`src/rtl/rrt_pkg.sv`:
```
// ----------------------------------------------------------------------------
// RRT* tree insert package
// Shared sizes, codes, sequencer states and the saturating cost add.
// ----------------------------------------------------------------------------
package rrt_pkg;

  localparam int MAX_NODES = 1024;
  localparam int MAX_WALLS = 64;
  localparam int COORD_W   = 16;
  localparam int NODE_W    = $clog2(MAX_NODES);
  localparam int SIZE_W    = NODE_W + 1;
  localparam int WALL_W    = $clog2(MAX_WALLS);
  localparam int WCNT_W    = WALL_W + 1;
  localparam int COST_W    = 24;
  localparam int DIST_W    = 17;
  localparam int SQ_W      = 34;
  localparam int MUL_W     = 18;
  localparam int ACC_W     = 36;
  localparam int CFG_IDX_W = 3;
  localparam int SEG_W     = 4 * COORD_W;

  localparam logic [COST_W-1:0] COST_MAX = '1;
  localparam logic [DIST_W-1:0] DIST_INF = '1;

  typedef enum logic [1:0] {
    MODE_CLEAR  = 2'd0,
    MODE_WALL   = 2'd1,
    MODE_SAMPLE = 2'd2
  } mode_e;

  typedef enum logic [2:0] {
    ST_ADDED     = 3'd0,
    ST_REJECTED  = 3'd1,
    ST_TREE_FULL = 3'd2,
    ST_WALL_OK   = 3'd3,
    ST_WALL_FULL = 3'd4,
    ST_CLEARED   = 3'd5
  } status_e;

  typedef enum logic [CFG_IDX_W-1:0] {
    CFG_STEP      = 3'd0,
    CFG_CLEARANCE = 3'd1,
    CFG_RADIUS    = 3'd2,
    CFG_GOAL_X    = 3'd3,
    CFG_GOAL_Y    = 3'd4,
    CFG_GOAL_RAD  = 3'd5,
    CFG_START_X   = 3'd6,
    CFG_START_Y   = 3'd7
  } cfg_idx_e;

  typedef enum logic [2:0] {
    MS_D2, MS_DOT1, MS_DOT2, MS_LEN, MS_CROSS, MS_STEERX, MS_STEERY
  } mac_sel_e;

  typedef enum logic [5:0] {
    S_IDLE, S_DISPATCH,
    S_NEAR_RD, S_NEAR_LD, S_NEAR_CMP, S_NEAR_SQ,
    S_STEER, S_STEER_XD, S_STEER_XF, S_STEER_YD, S_STEER_YF,
    S_WALL_START, S_WALL_RD, S_WALL_LD, S_WALL_DOT1, S_WALL_DOT2, S_WALL_LEN,
    S_WALL_LQ, S_WALL_CR, S_WALL_DQ, S_WALL_SQ, S_WALL_PQ, S_WALL_CMP,
    S_PAR_START, S_PAR_RD, S_PAR_LD, S_PAR_SQ, S_PAR_CMP, S_PAR_END,
    S_FB_SQ, S_FB_CMP, S_INSERT,
    S_REW_RD, S_REW_LD, S_REW_SQ, S_REW_CMP, S_REW_NEXT,
    S_GOAL, S_GOAL_SQ, S_GOAL_CMP,
    S_MAC0, S_MAC1, S_MAC2, S_SQRT_WAIT, S_DIV_WAIT,
    S_EMIT
  } state_e;

  function automatic logic [COST_W-1:0] sat_add(input logic [DIST_W-1:0] d,
                                                input logic [COST_W-1:0] c);
    logic [COST_W:0] s;
    s = {1'b0, c} + (COST_W+1)'(d);
    return s[COST_W] ? COST_MAX : s[COST_W-1:0];
  endfunction

endpackage

```
`src/rtl/rrt_div.sv`:
```
// ----------------------------------------------------------------------------
// Iterative divider
// Restoring unsigned division, 34-bit dividend by 17-bit divisor.
// ----------------------------------------------------------------------------
module rrt_div (
  input  logic                       clk_i,
  input  logic                       rst_ni,
  input  logic                       start_i,
  input  logic [rrt_pkg::SQ_W-1:0]   num_i,
  input  logic [rrt_pkg::DIST_W-1:0] den_i,
  output logic                       done_o,
  output logic [rrt_pkg::SQ_W-1:0]   quot_o
);
  import rrt_pkg::*;

  logic [SQ_W-1:0]   num_q;
  logic [DIST_W-1:0] den_q, rem_q;
  logic [5:0]        cnt_q;
  logic              busy_q, done_q;
  logic [DIST_W:0]   rem_t;

  assign rem_t  = {rem_q, num_q[SQ_W-1]};
  assign done_o = done_q;
  assign quot_o = num_q;

  always_ff @(posedge clk_i or negedge rst_ni) begin
    if (!rst_ni) begin
      busy_q <= 1'b0;
      done_q <= 1'b0;
      cnt_q  <= '0;
    end else begin
      done_q <= 1'b0;
      if (start_i) begin
        busy_q <= 1'b1;
        cnt_q  <= 6'(SQ_W - 1);
      end else if (busy_q) begin
        cnt_q <= cnt_q - 6'd1;
        if (cnt_q == '0) begin
          busy_q <= 1'b0;
          done_q <= 1'b1;
        end
      end
    end
  end

  // quotient bits shift in where dividend bits leave
  always_ff @(posedge clk_i) begin
    if (start_i) begin
      num_q <= num_i;
      den_q <= den_i;
      rem_q <= '0;
    end else if (busy_q) begin
      if (rem_t >= {1'b0, den_q}) begin
        rem_q <= DIST_W'(rem_t - {1'b0, den_q});
        num_q <= {num_q[SQ_W-2:0], 1'b1};
      end else begin
        rem_q <= rem_t[DIST_W-1:0];
        num_q <= {num_q[SQ_W-2:0], 1'b0};
      end
    end
  end

  `ifndef SYNTHESIS
  a_start_idle: assert property (@(posedge clk_i) disable iff (!rst_ni)
    start_i |-> !busy_q) else $error("divider restarted while busy");
  a_den_nz: assert property (@(posedge clk_i) disable iff (!rst_ni)
    start_i |-> den_i != '0) else $error("divide by zero");
  a_done_end: assert property (@(posedge clk_i) disable iff (!rst_ni)
    done_q |-> $past(busy_q)) else $error("divider done without work");
  `endif

endmodule
```
`config.mk`:
```
export PLATFORM = sky130hd
export DESIGN_NAME = rrt_div
export DESIGN_NICKNAME = d
export VERILOG_FILES = /design/src/rtl/rrt_pkg.sv /design/src/rtl/rrt_div.sv
export SDC_FILE = /design/constraint.sdc
export NUM_CORES = 1
export LEC_CHECK = 0
export ABC_AREA = 1
export BUFFER_PORTS_ARGS = -buffer_cell sky130_fd_sc_hd__buf_2
export CAP_MARGIN = 15
export CORE_ASPECT_RATIO = 0.5
export CORE_MARGIN = 2
export CORE_UTILIZATION = 59
export DETAILED_ROUTE_END_ITERATION = 10
export GPL_ROUTABILITY_DRIVEN = 0
export MAX_ROUTING_LAYER = met4
export PLACE_DENSITY = 0.87
export SETUP_SLACK_MARGIN = 0.3
export SLEW_MARGIN = 20
export SYNTH_ARGS = -nofsm -noshare
export SYNTH_HDL_FRONTEND = slang
export SYNTH_SLANG_ARGS = --single-unit
```
`constraint.sdc`:
```
create_clock -name clk_i -period 3.8 [get_ports clk_i]
set_input_delay 0.76 -clock clk_i [delete_from_list [all_inputs] [get_ports clk_i]]
set_output_delay 0.76 -clock clk_i [all_outputs]
set_load 0.01 [all_outputs]
```
==> impl_metrics.ini <==
[pwr]
p_leak_nw = 2.69
ir_drop_mv = 0.317
finalPower_mw = 3.34
power.density_nw_per_um2 = 661

[run_status]
outcome = finished, final reports clean

[logic_synthesis]
synth_common_cells = nand2_1 (228), inv_1 (71), edfxtp_1 (51)
synthesis.nets = 615
synth_cell_type_count = 33
synth_seq_cells = 76
synth_enable_flop_cells = 51
syn_avg_cell_area_sq_um = 7.92
ys_warn_count = 0
yosysMostFrequentCell = nand2_1
synth_area_sq_um = 4280
async_flop_share = 0.105
synth_top_area_share = 0.358
yosys-top-cells-area = edfxtp_1 (36%), nand2_1 (20%), dfxtp_1 (7.9%), inv_1 (6.2%), ha_1 (5.6%)
synth_area_leader_cell = edfxtp_1
ys.flop_type = edfxtp_1
ys_seq_area_frac = 0.484
syn_inst = 541

[critical_path]
cpLargestDelayFamily = simple AND/OR/NAND/NOR gates
slowest_delay_ns = 0.43
critPathSlowestCell = fa_1
crit_chain = inv_1 > ha_1 > inv_1 > fa_1 > nand3_1 > nand3_2 > nand2_2 > nand2_2 > nand2_1 > nand3_1 > o21ai_0
r2r_slack_ns = 1.27
cp.buffers_inverters = 2
rr_endpoint = rem_q[5]
cp_max_fo = 20
required_ns = 4.06
r2r_cells = 11
crit_arrival_ns = 2.79
path_class = reg -> reg
r2r-start = quot_o[33]
critPathCaptureType = flip-flop
critPathLaunchType = flip-flop

[final_layout]
seq_area_sq_um = 2070
drive_gt1_frac = 0.198
fillers = 529
antenna_cells = 0
layout.nets = 705
area_growth_pct = 17.8
multi_input_area_sq_um = 1830
post-route-cell-area_sq_um = 5050

[clocking]
cts_tree = built
cts_hold_buf = 0
root_buffer = clkbuf_16
cts-resized-gates = 0
post_cts_buffers = 0
cts_max_level = 3
cts_sinks = 76
worst_skew_pair.late_latency_ns = 0.34
clockBufferDepth = 2
clkTransAtPathRegs_ns = 0.06
numCtsBuffers = 9

[die]
die_w_um = 124
start_util = 0.625
core_area_sq_um = 6860
ios = 89
die_h_um = 64.2
rows = 21
die-area_sq_um = 8000

[global_route]
grt_pass1_wl_mm = 16.6
grt_pass1_vias = 3631
use_met2 = 0.436
overflow = 0
use_met3 = 0.0762
busiest_layer = met2
gr-usage-all-layers = 0.271
grt_max_degree = 41
gr-usage-met1 = 0.332
antenna_found_initial = 0

[placement]
io_buffers = 88
post_dp_cell_area_sq_um = 4780
dp_hpwl_mm = 6.81

[timing]
slew_headroom = 0.547
rsz0062_at_grt = no
finalSetupTns_ns = 0
fin_crit_ns = 2.53
finClkSkew_ns = 0.00994
post-route-period-util = 0.666
slew_viol_final = 0
hold_slack_ns = 0.252
timing.fmax_ghz = 0.395
finalHoldViolations = 0
worst_slew_pin_slew_ns = 0.679
finalSetupViolations = 0

[routing]
first_pass_iters = 5
first_iter_violations = 271
wl_mm = 9.70
vias = 3804
avgRoutedWirePerCell_um = 13.3
drc = 0
antenna_left = 0
via_per_inst = 5.23

[job]
cap_violations = 0

[min_path]
hp-class = in -> async
[flip-flops by register name (all words and copies together), names as in the netlist]
name	cells
quot_o	34
done_o	1
den_q	17
rem_q	17
busy_q	1
cnt_q	6
[report_power, final]
| group | internal, mW | switching [mW] |
|---|---|---|
| clock network | 0.442 | 0.341 |
| registers | 1.05 | 0.0964 |
| logic | 0.529 | 0.879 |
[kinds of logic (layout without fill, tap and decap cells)]
kind of cell	count (synthesis)	in the layout	share of synthesized area
and+or+nand+nor	315	315	0.312
xor gates and xnor gates	7	7	0.0143
AOI/OAI and AO/OA	34	34	0.0415
DFF	76	76	0.484
adders and majority gates	20	20	0.0602
buffers and inverters	89	184	0.0885
[cells in the final DEF, fill, tap and decap left out, drive strengths merged]
master,n
dfxtp,17
o21ai,14
xor2,1
edfxtp,51
xnor2,6
a31oi,1
a21oi,16
clkinvlp,1
dfrtp,8
clkinv,5
nor3,5
nand4,2
o21bai,1
nand2,234
clkbuf,10
ha,19
buf,93
nand3b,11
nor2,21
fa,1
and2,1
o22ai,1
or2,1
o21a,1
nand3,40
inv,75
[area by class of cell]
cell class / count / area share
inverter: 75 / 0.0558
tap: 92 / 0.0228
multi-input combinational: 376 / 0.363
clock inverter: 6 / 0.00793
sequential: 76 / 0.411
clock buffer: 10 / 0.0454
timing repair buffer: 93 / 0.0947
[how the worst max path moves through the flow]
stage               startpoint         to  slack [ns]  depth (start not counted)
global placement       start_i  quot_o[0]        1.20                          4
global route        quot_o[33]  rem_q[15]        1.08                         11
CTS                 quot_o[33]  rem_q[15]        1.30                         11
finish              quot_o[33]   rem_q[5]        1.27                         11
detailed placement     start_i  quot_o[0]        1.10                          4
floorplan              start_i  quot_o[0]        1.22                          3
[stage by stage]
step / setup WS [ns] / instances / utilization
after global routing: 1.08 / 728 / 0.736
after floorplan: 1.22 / 541 / -
after CTS: 1.30 / 728 / 0.736
after detailed placement: 1.10 / 712 / 0.697
final: 1.27 / 728 / 0.736
after global placement: 1.20 / 712 / 0.697
[routing by layer]
metal,part of all wire,up-vias
li1,-,1898
met1,0.44,1736
met2,0.46,152
met5,0,-
met3,0.081,18
met4,0.018,0
(Power assumes the default switching activity.)
