### config.mk
export PLATFORM = sky130hd
export DESIGN_NAME = rrt_isqrt
export DESIGN_NICKNAME = d
export VERILOG_FILES = /design/src/rtl/rrt_pkg.sv /design/src/rtl/rrt_isqrt.sv
export SDC_FILE = /design/constraint.sdc
export NUM_CORES = 1
export LEC_CHECK = 0
export BUFFER_PORTS_ARGS = -buffer_cell sky130_fd_sc_hd__buf_2
export CORE_MARGIN = 4
export CORE_UTILIZATION = 40
export CTS_CLUSTER_DIAMETER = 80
export DETAILED_ROUTE_END_ITERATION = 16
export PLACE_DENSITY = 0.68
export RECOVER_POWER = 100
export SYNTH_ARGS = -nofsm -noshare
export SYNTH_HDL_FRONTEND = slang
export SYNTH_SLANG_ARGS = --single-unit
### constraint.sdc
create_clock -name clk_i -period 3.2 [get_ports clk_i]
set_clock_uncertainty 0.15 [all_clocks]
set_input_delay 0.64 -clock clk_i [delete_from_list [all_inputs] [get_ports clk_i]]
set_output_delay 0.64 -clock clk_i [all_outputs]
set_load 0.05 [all_outputs]
### src/rtl/rrt_pkg.sv
// ----------------------------------------------------------------------------
// RRT* tree insert package
// Shared sizes, codes, sequencer states and the saturating cost add.
// ----------------------------------------------------------------------------
package rrt_pkg;

  localparam int MAX_NODES = 1024;
  localparam int MAX_WALLS = 64;
  localparam int COORD_W   = 16;
  localparam int NODE_W    = $clog2(MAX_NODES);
  localparam int SIZE_W    = NODE_W + 1;
  localparam int WALL_W    = $clog2(MAX_WALLS);
  localparam int WCNT_W    = WALL_W + 1;
  localparam int COST_W    = 24;
  localparam int DIST_W    = 17;
  localparam int SQ_W      = 34;
  localparam int MUL_W     = 18;
  localparam int ACC_W     = 36;
  localparam int CFG_IDX_W = 3;
  localparam int SEG_W     = 4 * COORD_W;

  localparam logic [COST_W-1:0] COST_MAX = '1;
  localparam logic [DIST_W-1:0] DIST_INF = '1;

  typedef enum logic [1:0] {
    MODE_CLEAR  = 2'd0,
    MODE_WALL   = 2'd1,
    MODE_SAMPLE = 2'd2
  } mode_e;

  typedef enum logic [2:0] {
    ST_ADDED     = 3'd0,
    ST_REJECTED  = 3'd1,
    ST_TREE_FULL = 3'd2,
    ST_WALL_OK   = 3'd3,
    ST_WALL_FULL = 3'd4,
    ST_CLEARED   = 3'd5
  } status_e;

  typedef enum logic [CFG_IDX_W-1:0] {
    CFG_STEP      = 3'd0,
    CFG_CLEARANCE = 3'd1,
    CFG_RADIUS    = 3'd2,
    CFG_GOAL_X    = 3'd3,
    CFG_GOAL_Y    = 3'd4,
    CFG_GOAL_RAD  = 3'd5,
    CFG_START_X   = 3'd6,
    CFG_START_Y   = 3'd7
  } cfg_idx_e;

  typedef enum logic [2:0] {
    MS_D2, MS_DOT1, MS_DOT2, MS_LEN, MS_CROSS, MS_STEERX, MS_STEERY
  } mac_sel_e;

  typedef enum logic [5:0] {
    S_IDLE, S_DISPATCH,
    S_NEAR_RD, S_NEAR_LD, S_NEAR_CMP, S_NEAR_SQ,
    S_STEER, S_STEER_XD, S_STEER_XF, S_STEER_YD, S_STEER_YF,
    S_WALL_START, S_WALL_RD, S_WALL_LD, S_WALL_DOT1, S_WALL_DOT2, S_WALL_LEN,
    S_WALL_LQ, S_WALL_CR, S_WALL_DQ, S_WALL_SQ, S_WALL_PQ, S_WALL_CMP,
    S_PAR_START, S_PAR_RD, S_PAR_LD, S_PAR_SQ, S_PAR_CMP, S_PAR_END,
    S_FB_SQ, S_FB_CMP, S_INSERT,
    S_REW_RD, S_REW_LD, S_REW_SQ, S_REW_CMP, S_REW_NEXT,
    S_GOAL, S_GOAL_SQ, S_GOAL_CMP,
    S_MAC0, S_MAC1, S_MAC2, S_SQRT_WAIT, S_DIV_WAIT,
    S_EMIT
  } state_e;

  function automatic logic [COST_W-1:0] sat_add(input logic [DIST_W-1:0] d,
                                                input logic [COST_W-1:0] c);
    logic [COST_W:0] s;
    s = {1'b0, c} + (COST_W+1)'(d);
    return s[COST_W] ? COST_MAX : s[COST_W-1:0];
  endfunction

endpackage

### src/rtl/rrt_isqrt.sv
// ----------------------------------------------------------------------------
// Iterative integer square root
// Floor root of a 34-bit value, two radicand bits per cycle.
// ----------------------------------------------------------------------------
module rrt_isqrt (
  input  logic                      clk_i,
  input  logic                      rst_ni,
  input  logic                      start_i,
  input  logic [rrt_pkg::SQ_W-1:0]  rad_i,
  output logic                      done_o,
  output logic [rrt_pkg::DIST_W-1:0] root_o
);
  import rrt_pkg::*;

  logic [SQ_W-1:0]   rad_q;
  logic [DIST_W:0]   rem_q;
  logic [DIST_W-1:0] root_q;
  logic [4:0]        cnt_q;
  logic              busy_q, done_q;
  logic [DIST_W+2:0] rem_t, trial;

  assign rem_t  = {rem_q, rad_q[SQ_W-1:SQ_W-2]};
  assign trial  = {1'b0, root_q, 2'b01};
  assign done_o = done_q;
  assign root_o = root_q;

  always_ff @(posedge clk_i or negedge rst_ni) begin
    if (!rst_ni) begin
      busy_q <= 1'b0;
      done_q <= 1'b0;
      cnt_q  <= '0;
    end else begin
      done_q <= 1'b0;
      if (start_i) begin
        busy_q <= 1'b1;
        cnt_q  <= 5'(DIST_W - 1);
      end else if (busy_q) begin
        cnt_q <= cnt_q - 5'd1;
        if (cnt_q == '0) begin
          busy_q <= 1'b0;
          done_q <= 1'b1;
        end
      end
    end
  end

  always_ff @(posedge clk_i) begin
    if (start_i) begin
      rad_q  <= rad_i;
      rem_q  <= '0;
      root_q <= '0;
    end else if (busy_q) begin
      rad_q <= {rad_q[SQ_W-3:0], 2'b00};
      if (rem_t >= trial) begin
        rem_q  <= (DIST_W+1)'(rem_t - trial);
        root_q <= {root_q[DIST_W-2:0], 1'b1};
      end else begin
        rem_q  <= rem_t[DIST_W:0];
        root_q <= {root_q[DIST_W-2:0], 1'b0};
      end
    end
  end

  `ifndef SYNTHESIS
  a_start_idle: assert property (@(posedge clk_i) disable iff (!rst_ni)
    start_i |-> !busy_q) else $error("root unit restarted while busy");
  a_done_pulse: assert property (@(posedge clk_i) disable iff (!rst_ni)
    done_q |=> !done_q) else $error("root done held");
  a_done_end: assert property (@(posedge clk_i) disable iff (!rst_ni)
    done_q |-> $past(busy_q)) else $error("root done without work");
  `endif

endmodule

==> results of run 1 <==
[timing repair]
action	CTS	global route
hold buffers	1	0
endpoints found under the hold margin	7	0
setup buffers	0	0
[cell families (layout without fill, tap and decap cells)]
logic type / Yosys count / count (layout) / share of synthesized area [%]
adder cells (fa/ha/maj): 21 / 21 / 6.39
AND/OR/NAND/NOR: 90 / 90 / 10.3
buffers and inverters: 45 / 99 / 4.78
XOR/XNOR: 20 / 20 / 4.26
AO/OA/AOI/OAI: 73 / 73 / 12.7
flip-flops: 76 / 76 / 46.1
multiplexers: 59 / 59 / 15.4
[sequential cells by signal, indices dropped and copies added (netlist names)]
signal,flops
busy_q,1
rad_q,34
done_o,1
rem_q,18
root_o,17
cnt_q,5
[worst max-delay path by stage]
stage / start / to / slack [ns] / cells after the start
after floorplan: root_o[11] / rem_q[7] / 0.27 / 11
after global placement: root_o[11] / rem_q[1] / 0.45 / 10
after detailed placement: root_o[11] / rem_q[1] / 0.35 / 10
after CTS: root_o[11] / rem_q[1] / 0.34 / 10
after global routing: root_o[11] / rem_q[1] / 0.11 / 10
final: root_o[11] / rem_q[1] / 0.32 / 10
[per-layer routing]
metal / part of all wire, % / vias to the layer above
met2: 48 / 62
met5: 0 / -
met4: 0.99 / 0
li1: - / 1472
met1: 45 / 1354
met3: 5.7 / 9
[layout by cell type, fill, tap and decap left out, types with 2 or more instances in the layout]
| master | Yosys | layout |
|---|---|---|
| xor2_1 | 7 | 7 |
| clkbuf_2 | 0 | 2 |
| nor2b_1 | 3 | 3 |
| inv_1 | 24 | 24 |
| dfxtp_1 | 35 | 35 |
| clkbuf_1 | 12 | 21 |
| dfrtp_1 | 7 | 6 |
| inv_6 | 0 | 2 |
| nor3_1 | 2 | 2 |
| a211oi_1 | 14 | 14 |
| edfxtp_1 | 34 | 34 |
| mux2_2 | 33 | 33 |
| o22ai_1 | 2 | 2 |
| nand3_1 | 4 | 4 |
| nor2_1 | 44 | 44 |
| nor3b_1 | 4 | 4 |
| mux2i_1 | 26 | 26 |
| and2_0 | 0 | 2 |
| clkinv_4 | 0 | 2 |
| nand2b_1 | 4 | 4 |
| a21oi_1 | 18 | 18 |
| o21ai_0 | 7 | 7 |
| and3_1 | 3 | 3 |
| a21o_1 | 7 | 7 |
| nand2_1 | 15 | 15 |
| xnor2_1 | 13 | 13 |
| clkbuf_8 | 0 | 9 |
| a211o_1 | 3 | 3 |
| ha_1 | 21 | 21 |
| a31oi_1 | 2 | 2 |
| o31ai_1 | 6 | 6 |
| buf_2 | 0 | 34 |
| o21a_1 | 4 | 4 |
[power breakdown]
group | internal [mW] | leakage [nW] | total [mW] | switching [mW]
clock | 0.294 | 0.0921 | 0.688 | 0.394
sequential | 1.26 | 0.733 | 1.38 | 0.125
combinational | 1.00 | 1.12 | 2.14 | 1.14
[cell type report]
type | count | share of cell area (%)
multi-input combinational | 263 | 43.4
sequential | 76 | 40.9
timing repair buffer | 59 | 6.22
tap | 133 | 3.58
clock buffer | 9 | 2.67
inverter | 24 | 1.94
clock inverter | 7 | 1.27
[worst max-delay path: cells and delay by family (launching register included)]
family / cells / cell delay, ns
adder cells (fa/ha/maj): 1 / 0.37
AND/OR/NAND/NOR: 2 / 0.31
AO/OA/AOI/OAI: 4 / 0.97
multiplexers: 1 / 0.35
flip-flops: 1 / 0.38
buffers and inverters: 2 / 0.27
==> key figures, run 1 <==
Status
  • Status: complete, but fails checks
  • Failing checks: max-capacitance violations, max-slew violations

Synthesis
  • Mapped Cells: 384
  • Post-synthesis sequential area ratio: ~46%
  • Mapped cell area: approximately 4000 um^2
  • #FFs+latches synth: 76
  • Yosys top cell area share: 24.8%
  • Post-Syn Nets: 442
  • Largest area contributor in the netlist: edfxtp_1
  • Synth async-reset ratio: 9.21%
  • Commonest cells post-synth: 44 x nor2_1, 35 x dfxtp_1, 34 x edfxtp_1
  • Syn_area_per_cell: 10.7 um^2
  • Most used flip-flop cell after synthesis: dfxtp_1
  • Cell with the most instances after synthesis: nor2_1
  • EDFF count, synth: 34
  • Warning count from the yosys run: 0
  • Top cells by area, synth: edfxtp_1 25%, dfxtp_1 17%, mux2_2 9.0%
  • Distinct cells, synth: 50

Detailed routing
  • Drt first pass iters: 4
  • Routed WL: 7.87 mm
  • Vias per inst: ~5.1
  • Antenna viol nets, final: 0
  • DRT iter0 DRCs: roughly 140
  • DRC Markers: 0
  • Drt wl/cell: between 10 and 15 um
  • DR vias: 2897

Floorplanning
  • Ports: 55
  • Die area: 12000 um^2
  • Core area: 9910 um^2
  • Die Span Y: 109 um
  • Die W: 109 um
  • Initial Util: between 40% and 50%
  • Rows: 36

Clock tree
  • Clock-pin slew on the worst setup and hold paths: 0.09 ns
  • Root Buffer: clkbuf_8
  • Clk Latency, worst-skew pair: around 0.35 ns
  • CTS tree: yes
  • Max clock buf depth: 2
  • CTS buffer count: 9
  • # H-tree levels: 3
  • Post-CTS Resized: 0
  • CTS Sinks: 76

Power and ir drop
  • Worst vdd ir: 436 uV
  • PnR Total Power: 4.21 mW
  • Pwr Density: 907 nW/um^2
  • Static Leakage: between 1.5 and 2 nW

STA
  • RSZ-0062 raised after global routing: false
  • Peak Freq: roughly 0.35 GHz
  • Sum Neg Setup Slack: 0 ns
  • Min setup slack post-route: 0.323 ns
  • Worst-Margin Slew: 1.62 ns
  • Setup violators final: 0
  • Final Cycle Share: 89.9%
  • Final Max Slew Viols: 36
  • Slew headroom: -8.27%
  • Final Critical Period: approximately 2.9 ns
  • Hold Vio Cnt, Final: 0
  • WHS: 0.359 ns

Global routing
  • Vias in the first global route: 2882
  • Busiest grt layer: met2
  • GR Overflow Total: 0
  • Met1 Use GR: 17.5%
  • Largest net degree at the start of global routing: 60
  • First-pass GRT wire length: 13.1 mm
  • Met2 Use GR: 22.5%
  • Initial antenna violation count: 0
  • Total GRT Usage: 13.8%
  • GR Util met3: 4.35%

Worst setup path
  • CP Data Required Time: 3.32 ns
  • Path depth of the worst reg2reg path: 10
  • R2r endpoint: rem_q[1]
  • Max stage delay cell, worst path: dfxtp_1
  • Reg-to-reg setup timing slack: 0.32 ns
  • CP Class: flop to flop
  • Crit-path cells: inv_1 > ha_1 > a211o_1 > a21oi_4 > nand2_2 > a2111oi_4 > and2_0 > buf_12 > mux2_2 > o22ai_1
  • Worst r2r src: root_o[11]
  • Startpoint types: flop
  • Max stage delay on crit path: 0.38 ns
  • Crit end category: flop
  • Worst path arrival time: 3.00 ns
  • Crit Path Max Fanout: 24

Placed design
  • Port bufs: 54
  • Placed Cells: 554
  • DP HPWL: around 5.5 mm
  • GPL Wtd Cong: 0.797
  • Pre-CTS setup slack: 0.354 ns
  • DP Area: 4480 um^2

Worst hold path
  • Min-delay src: rem_q[9]
  • Sink of the worst hold path: rem_q[9]
  • Hold WC Path Type: flop to flop
  • Hold Crit Depth: 2

Cells and area
  • Layout cell share with drive strength beyond 1: a little over a fifth
  • Final core occ: a little under half
  • Antenna cells: 0
  • Nets: 491
  • Multi-input gate area: about 2000 um^2
  • Storage element area: approximately 1900 um^2
  • Area growth from synthesis to layout: 13.0%
  • Design Area, Final: 4640 um^2
  • Fillers: 958
  • Final Non-Filler Cells: 571

Flow run
  • Max-cap violations: 1
Power figures use the tool's default switching activity.
==> run 2: changes to the inputs <==
- CORE_ASPECT_RATIO: not set -> 0.9
==> key figures, run 2 (same netlist as run 1, synthesis figures left out) <==
Floorplanning
  • Die area: 12000 um^2
  • Initial Util: 41.8%
  • Die Span Y: about 100 um
  • Rows: 34
  • Core area: 9830 um^2
  • Die W: 115 um
  • Ports: 55

STA
  • Hold Vio Cnt, Final: 0
  • Final Critical Period: slightly below 3 ns
  • Peak Freq: 0.346 GHz
  • Final Cycle Share: 90.4%
  • WHS: roughly 0.36 ns
  • Final Max Slew Viols: 73
  • RSZ-0062 raised after global routing: false
  • Min setup slack post-route: 0.307 ns
  • Sum Neg Setup Slack: 0 ns
  • Setup violators final: 0
  • Worst-Margin Slew: 1.72 ns
  • Slew headroom: -14.5%

Worst setup path
  • CP Class: flop to flop
  • Crit end category: flop
  • Crit Path Max Fanout: 13
  • Worst path arrival time: between 2 and 3 ns
  • Startpoint types: flop
  • CP Data Required Time: 3.18 ns

Placed design
  • Placed Cells: 550
  • DP Area: around 4500 um^2
  • Port bufs: 54
  • GPL Wtd Cong: 0.861
  • Pre-CTS setup slack: 0.379 ns
  • DP HPWL: 5.56 mm

Power and ir drop
  • Sw Pwr: 1.65 mW
  • Static Leakage: 1.99 nW
  • Pwr Density: 937 nW/um^2
  • Worst vdd ir: 346 uV
  • Switching Fraction: 37.2%
  • PnR Total Power: 4.43 mW
  • Flop pwr share: 31.9%
  • Combinational power share: 46.9%
  • Internal Pwr Total: 2.78 mW
  • Part of the power in the clock network: 21.2%

Cells and area
  • Reg with most FFs: rad_q
  • Final core occ: between 40 and 50%
  • Max reg flops: 34
  • Area growth from synthesis to layout: 15.1%
  • Final Non-Filler Cells: between 500 and 600
  • Layout cell share with drive strength beyond 1: 21.1%
  • Antenna cells: 0
  • Commonest cells after routing, fill and taps aside: 44 x nor2_1, 35 x dfxtp_1, 34 x buf_2, 34 x edfxtp_1, 33 x mux2_2
  • Nets: 494
  • Commonest non-fill, non-tap cell in the layout: nor2_1
  • Design Area, Final: 4730 um^2

Global routing
  • First-pass GRT wire length: around 14 mm
  • Total GRT Usage: 14.0%
  • Largest net degree at the start of global routing: 38
  • Vias in the first global route: ~2900
  • GR Overflow Total: 0
  • Initial antenna violation count: 0

Detailed routing
  • Antenna viol nets, final: 0
  • Drt wl/cell: 13.8 um
  • Vias per inst: slightly above 5
  • DRC Markers: 0
  • DRT iter0 DRCs: between 200 and 250
  • Routed WL: between 7 and 8 mm
  • DR vias: 2925
  • Drt first pass iters: 6

Status
  • Failing checks: max-capacitance violations, max-slew violations
  • Status: complete, but fails checks

Clock tree
  • CTS tree: yes
  • Clock-pin slew on the worst setup and hold paths: 0.06 ns
  • Root Buffer: clkbuf_16
  • Max clock buf depth: 2
  • CTS buffer count: 9
  • Clk Latency, worst-skew pair: 0.34 ns
  • CTS Sinks: 76
  • # H-tree levels: 3

Flow run
  • Max-cap violations: 2

Worst hold path
  • Hold WC Path Type: flop to flop
-- run 2: critical path: stages, from the launching register on --
cell,delay (ns)
dfxtp_1,0.36
inv_1,0.06
ha_1,0.37
a211o_1,0.32
a21oi_4,0.16
nand2_1,0.10
a2111oi_4,0.36
and2_1,0.26
buf_4,0.24
mux2i_1,0.21
a211oi_1,0.09
-- run 2: path summary, 6_finish.rpt --
check,from,end,slack [ns],cells after the start
worst max-delay path,root_o[11],rem_q[10],0.31,10
worst min-delay path,rem_q[3],rem_q[3],0.36,2
worst max register to register,root_o[11],rem_q[10],0.31,10
worst min register to register,rem_q[3],rem_q[3],0.36,2
max in group asynchronous,rst_ni,cnt_q[4],2.04,2
min in group asynchronous,rst_ni,done_o,0.58,2
-- run 2: timing repair --
action                                 CTS  global route
hold buffers                             1             0
gates resized for setup                  0             0
endpoints found under the hold margin    7             0
buffers inserted                         0             0
setup endpoints to repair                0             0
-- run 2: power by group through the flow --
stage                     combinational (mW)  clock (mW)  sequential (mW)
final                                   2.08       0.940             1.41
after global placement                  2.05           0             1.43
after CTS                               2.10       0.973             1.42
after detailed placement                2.09           0             1.43
after floorplan                         1.78           0             1.42
after global routing                    2.35        1.01             1.45
-- run 2: cell type report --
class	count	area [um^2]
Tap cell	126	158
Multi-Input combinational cell	263	2010
Sequential cell	76	1900
Timing Repair Buffer	62	298
Fill cell	944	5090
Clock buffer	9	225
Clock inverter	7	50.0
Inverter	24	90.1
-- run 2: per-layer routing --
metal / up-vias / wire length (um) / GRT usage (%)
li1: 1474 / - / -
met1: 1382 / 3700 / 18.4
met2: 58 / 3450 / 20.6
met3: 11 / 589 / 6.40
met4: 0 / 105 / 4.02
met5: - / 0 / 0
